## src/rtl/cst_pkg.sv

```systemverilog
`timescale 1ns / 1ps

package cst_pkg;

  localparam int unsigned ENTRIES_DEF = 16;

  // operation codes
  localparam logic [2:0] OP_NEW       = 3'd0;
  localparam logic [2:0] OP_SET_STATE = 3'd1;
  localparam logic [2:0] OP_SET_PEER  = 3'd2;
  localparam logic [2:0] OP_SET_PROTO = 3'd3;
  localparam logic [2:0] OP_ADD_SENT  = 3'd4;
  localparam logic [2:0] OP_ADD_RECV  = 3'd5;
  localparam logic [2:0] OP_READ      = 3'd6;

  // status codes
  localparam logic [2:0] ST_OK        = 3'd0;
  localparam logic [2:0] ST_DUP       = 3'd1;
  localparam logic [2:0] ST_FULL      = 3'd2;
  localparam logic [2:0] ST_NOTFOUND  = 3'd3;
  localparam logic [2:0] ST_IGNORED   = 3'd4;

  localparam logic [1:0] CONN_CLOSED  = 2'd0;

  typedef struct packed {
    logic [31:0] id;
    logic [1:0]  state;
    logic [1:0]  protocol;
    logic [63:0] peer;
    logic [63:0] sent;
    logic [63:0] received;
    logic [63:0] changed_ms;
  } entry_t;

  typedef enum logic [1:0] {
    S_IDLE,
    S_SCAN,
    S_READ,
    S_APPLY
  } fsm_t;

endpackage

```

## src/rtl/cst_entry_ram.sv

```systemverilog
`timescale 1ns / 1ps

// One write port, one registered read port.
module cst_entry_ram #(
  parameter int unsigned ENTRIES = cst_pkg::ENTRIES_DEF
) (
  input  logic                                     clk,
  input  logic                                     we,
  input  logic [(ENTRIES > 1 ? $clog2(ENTRIES) : 1)-1:0] waddr,
  input  cst_pkg::entry_t                          wdata,
  input  logic                                     re,
  input  logic [(ENTRIES > 1 ? $clog2(ENTRIES) : 1)-1:0] raddr,
  output cst_pkg::entry_t                          rdata
);

  cst_pkg::entry_t mem [ENTRIES];

  always_ff @(posedge clk) begin
    if (we) begin
      mem[waddr] <= wdata;
    end
  end

  always_ff @(posedge clk) begin
    if (re) begin
      rdata <= mem[raddr];
    end
  end

endmodule

```

## config.mk

```make
export PLATFORM = sky130hd
export DESIGN_NAME = cst_entry_ram
export DESIGN_NICKNAME = d
export VERILOG_FILES = /design/src/rtl/cst_pkg.sv /design/src/rtl/cst_entry_ram.sv
export SDC_FILE = /design/constraint.sdc
export NUM_CORES = 2
export LEC_CHECK = 0
export BUFFER_PORTS_ARGS = -buffer_cell sky130_fd_sc_hd__buf_4
export CAP_MARGIN = 15
export CORE_UTILIZATION = 42
export CTS_CLUSTER_SIZE = 8
export DETAILED_ROUTE_END_ITERATION = 8
export PLACE_DENSITY = 0.68
export SLEW_MARGIN = 20
export SYNTH_ARGS = -nofsm -noshare
export SYNTH_HDL_FRONTEND = slang
export SYNTH_MEMORY_MAX_BITS = 65536
export SYNTH_SLANG_ARGS = --single-unit
```

## constraint.sdc

```tcl
create_clock -name clk -period 23.4 [get_ports clk]
set_clock_uncertainty 0.15 [all_clocks]
set_input_delay 3.51 -clock clk [delete_from_list [all_inputs] [get_ports clk]]
set_output_delay 3.51 -clock clk [all_outputs]
set_load 0.02 [all_outputs]
```

* Word-level counts from Yosys, hierarchy flattened
Memories as Yosys holds them, arrays and structs flattened. A register that Yosys moved wholly into a read port is not among the register bits.
Index checks and enable logic that the tools add are counted.
** Word-level totals
- Word-level logic and storage cells :: 3
- Memories :: 1
- Output and inout bits :: 292
- Input port bits :: 303
- Bits in registers :: 0
- Bits in writable memories :: 4672
** Memories
- mem :: depth 16, bits a word 292, read ports 1, clocked after Yosys merged registers in 1, wr ports 1, line cst_entry_ram.sv:16 : cst_pkg::entry_t mem [ENTRIES];
** Operators by class
- Multiplexer cells :: 2
** Operators by type and width (number)
- two-way mux 1 bit :: 2

* Depth between registers and ports, before layout
- Word-level depth :: 2
- Depth in mapped cells :: 8
- Depth with buffers taken out :: 3

* Worst setup path after synthesis
OpenSTA, ideal clock, no wires.
- Path kind :: in2reg
- From :: in waddr[2] (netlist name)
- To :: mem mem[0][0] (netlist name), enable pin
- Stages :: 2
- Path slack :: -1.714 ns
- Buffers on the path :: 0
- Required time :: 21.943 ns
- Library setup time :: 1.307 ns
- Arrival :: 23.657 ns
- Path through :: or3b_2 > nor3_1
** RTL lines
- start: declaration :: line cst_entry_ram.sv:9 : input logic [(ENTRIES > 1 ? $clog2(ENTRIES) : 1)-1:0] waddr,
- end: declaration :: line cst_entry_ram.sv:16
Straight into the memory's write port.

==> flow_metrics.py <==
metrics = {
    "run_status": {
        "status": "complete, no violations",
    },
    "yosys": {
        "synth-xor-area-share_pct": 0,
        "syn_area_mm2": 0.184,
        "synthFlopType": "edfxtp_1",
        "synth_cell_types": 27,
        "async_flop_share_pct": 0,
        "synth_top_family_by_area": "multiplexers",
        "muxShareOfSynthArea_pct": 14.5,
        "synth_top_area_cell": "edfxtp_1",
        "synthAdderAreaFrac_pct": 0,
        "synth_simple_gate_area_share_pct": 0.792,
        "synth_seq_area_share_pct": 81.1,
        "yosysTopAreaCellShare_pct": 81.1,
        "synth_fp_nets": 7877,
        "ys_top_cells_by_area": "edfxtp_1 81%, mux4_2 14%, a22oi_1 2.1%",
        "syn_area_per_cell_um2": 24.3,
        "synth_commonest_cells": "4,964 x edfxtp_1, 1,105 x mux4_2, 509 x a22oi_1",
        "synth-seq-cells": 4964,
        "synth_enable_flop_cells": 4964,
        "synth-compound-area-share_pct": 2.51,
        "syn_inst": 7574,
        "yosys_warnings": 0,
        "synth.most_common_cell": "edfxtp_1",
    },
    "drt": {
        "drc": 0,
        "viasPerCell": 5.94,
        "wl_mm": 457,
        "drtIter0Drc": 10100,
        "num_vias": 86200,
        "drt_first_pass_iters": 5,
        "wl_per_cell_um": 31.5,
        "drtAntennaViolNets": 0,
    },
    "worst_setup_path": {
        "reg2reg_from": "mem[7][260]",
        "rr_worst_depth": 3,
        "reg2reg_to": "rdata[260]",
        "critPathRequiredTime_ns": 24.03,
        "end_kind": "flop",
        "rrSetupSlack_ns": 21.61,
        "startpoint_type": "input pin",
        "criticalPathCategory": "in -> reg",
        "cp.arrival_ns": 9.64,
        "cp_max_fo": 123,
    },
    "die": {
        "die_h_um": 664,
        "std_cell_rows": 242,
        "dieWidth_um": 664,
        "start_util_pct": 42.3,
        "core_area_mm2": 0.435,
        "die_area_mm2": 0.440,
        "ios": 595,
    },
    "hold_path": {
        "holdPathStages": 3,
        "hold_end": "rdata[134]",
        "min-delay-start": "mem[15][134]",
        "min_path_type": "reg -> reg",
    },
    "clock_network": {
        "cts.sinks": 4964,
        "cts_tree": "yes",
        "clkLatencyLatePin_ns": 1.08,
        "clkSlewWorstSetupHoldPaths_ns": 0.05,
        "post_cts_buffers": 0,
        "cts_root_buf": "clkbuf_16",
        "cts_resized": 0,
        "clock_tree.buffer_depth": 4,
        "cts_hold_buf": 0,
        "cts_max_level": 6,
        "cts_buffers": 694,
    },
    "timing": {
        "finalHoldViolCount": 0,
        "max_slew_margin_pct": 21.2,
        "rsz0062_at_grt": "false",
        "fin_ws_ns": 14.39,
        "min_period_ns": 9.01,
        "final.setup.tns_ns": 0,
        "fin_crit_sh_pct": 38.5,
        "setup_viol": 0,
        "clock.fmax_mhz": 111,
        "finalMaxSlewViolations": 0,
        "tightestPinTransition_ns": 1.18,
    },
    "global_routing": {
        "antenna_found_initial": 93,
        "grt_pass1_vias": 90500,
        "grt_overflow": 0,
        "grt_use_total_pct": 20.4,
        "grt_max_degree": 165,
        "grt_pass1_wl_mm": 652,
    },
    "power_and_ir_drop": {
        "vdd_ir_drop_max_uv": 77.3,
        "power_density_mw_per_mm2": 93.0,
        "leakage_nw": 68.4,
    },
    "cells_and_area": {
        "final_layout_size_suffix_gt1_share_pct": 32.0,
        "post-route-util_pct": 49.3,
        "fillCellCount": 33500,
        "register_area_mm2": 0.149,
        "nets": 8954,
        "multi_input_area_mm2": 0.0329,
        "syn2layout_area_growth_pct": 16.6,
    },
    "place": {
        "gp_congestion": 0.744,
        "dp_hpwl_mm": 233,
        "pre_cts_ws_ns": 13.41,
        "numPortBuffers": 594,
    },
    "run": {
        "cap_violations": 0,
    },
}
## per-stage QoR
step	hold WS [ns]	cells	area [µm²]	power [W]
6_report	0.528	14500	214000	0.0199
5_1_grt	0.556	14500	214000	0.0205
4_1_cts	0.524	14500	214000	0.0201
3_5_place_dp	0.578	13700	195000	0.0112
3_3_place_gp	0.574	13700	195000	0.0112
2_1_floorplan	0.560	7574	184000	0.0108
## cell usage in the layout (no fill, tap or decap), types with 36 or more instances in the layout
cell / synthesis / layout
nand2_1: 231 / 231
buf_4: 20 / 757
clkbuf_16: 0 / 699
a22oi_1: 509 / 509
edfxtp_1: 4964 / 4964
diode_2: 0 / 50
clkinv_16: 0 / 36
o221ai_1: 40 / 40
mux2i_1: 47 / 47
mux4_2: 1105 / 1105
nor2b_1: 46 / 40
mux2_2: 114 / 114
## power by group
group	total [W]	internal, W	leakage (nW)	switching [W]
Sequential	0.0101	0.0100	45.1	0.0000715
Clock	0.00889	0.00530	9.21	0.00359
Combinational	0.000947	0.000372	14.1	0.000574
## layout make-up
| cell class | instances | share of cell area, % |
|---|---|---|
| Sequential cell | 4964 | 69.5 |
| Multi-Input combinational cell | 2209 | 15.4 |
| Clock buffer | 703 | 8.17 |
| Tap cell | 5734 | 3.35 |
| Timing Repair Buffer | 782 | 2.87 |
| Clock inverter | 68 | 0.684 |
| Antenna cell | 50 | 0.0584 |
## worst max-delay path by stage
stage                        start    endpoint
final                     raddr[1]  rdata[184]
after global routing      raddr[1]  rdata[187]
after CTS                 raddr[1]  rdata[184]
after detailed placement  raddr[1]  rdata[189]
after global placement    raddr[1]  rdata[197]
after floorplan           waddr[2]   mem[1][0]
## critical path, stage by stage
cell     delay, ns
buf_8         0.41
buf_4         0.87
buf_4         0.81
buf_12        0.56
buf_4         0.69
buf_4         0.93
buf_4         0.68
mux4_2        0.42
a22oi_1       0.22
nand2_1       0.08
## logic make-up after synthesis
| logic type | Yosys count |
|---|---|
| AO/OA/AOI/OAI | 612 |
| buffers and inverters | 401 |
| flip-flops | 4964 |
| multiplexers | 1266 |
| AND/OR/NAND/NOR | 331 |
## layer usage
metal	GRT usage (%)	share of wire, %	wire length, µm
met5	0	0.033	149
met3	3.70	7.7	35200
met1	27.1	39	178000
met2	34.1	50	230000
met4	6.85	3.1	14000
## flip-flops by register name, indices dropped and copies added (netlist names)
name and cells:
mem 4672, rdata 292
Power figures use the tool's default switching activity.
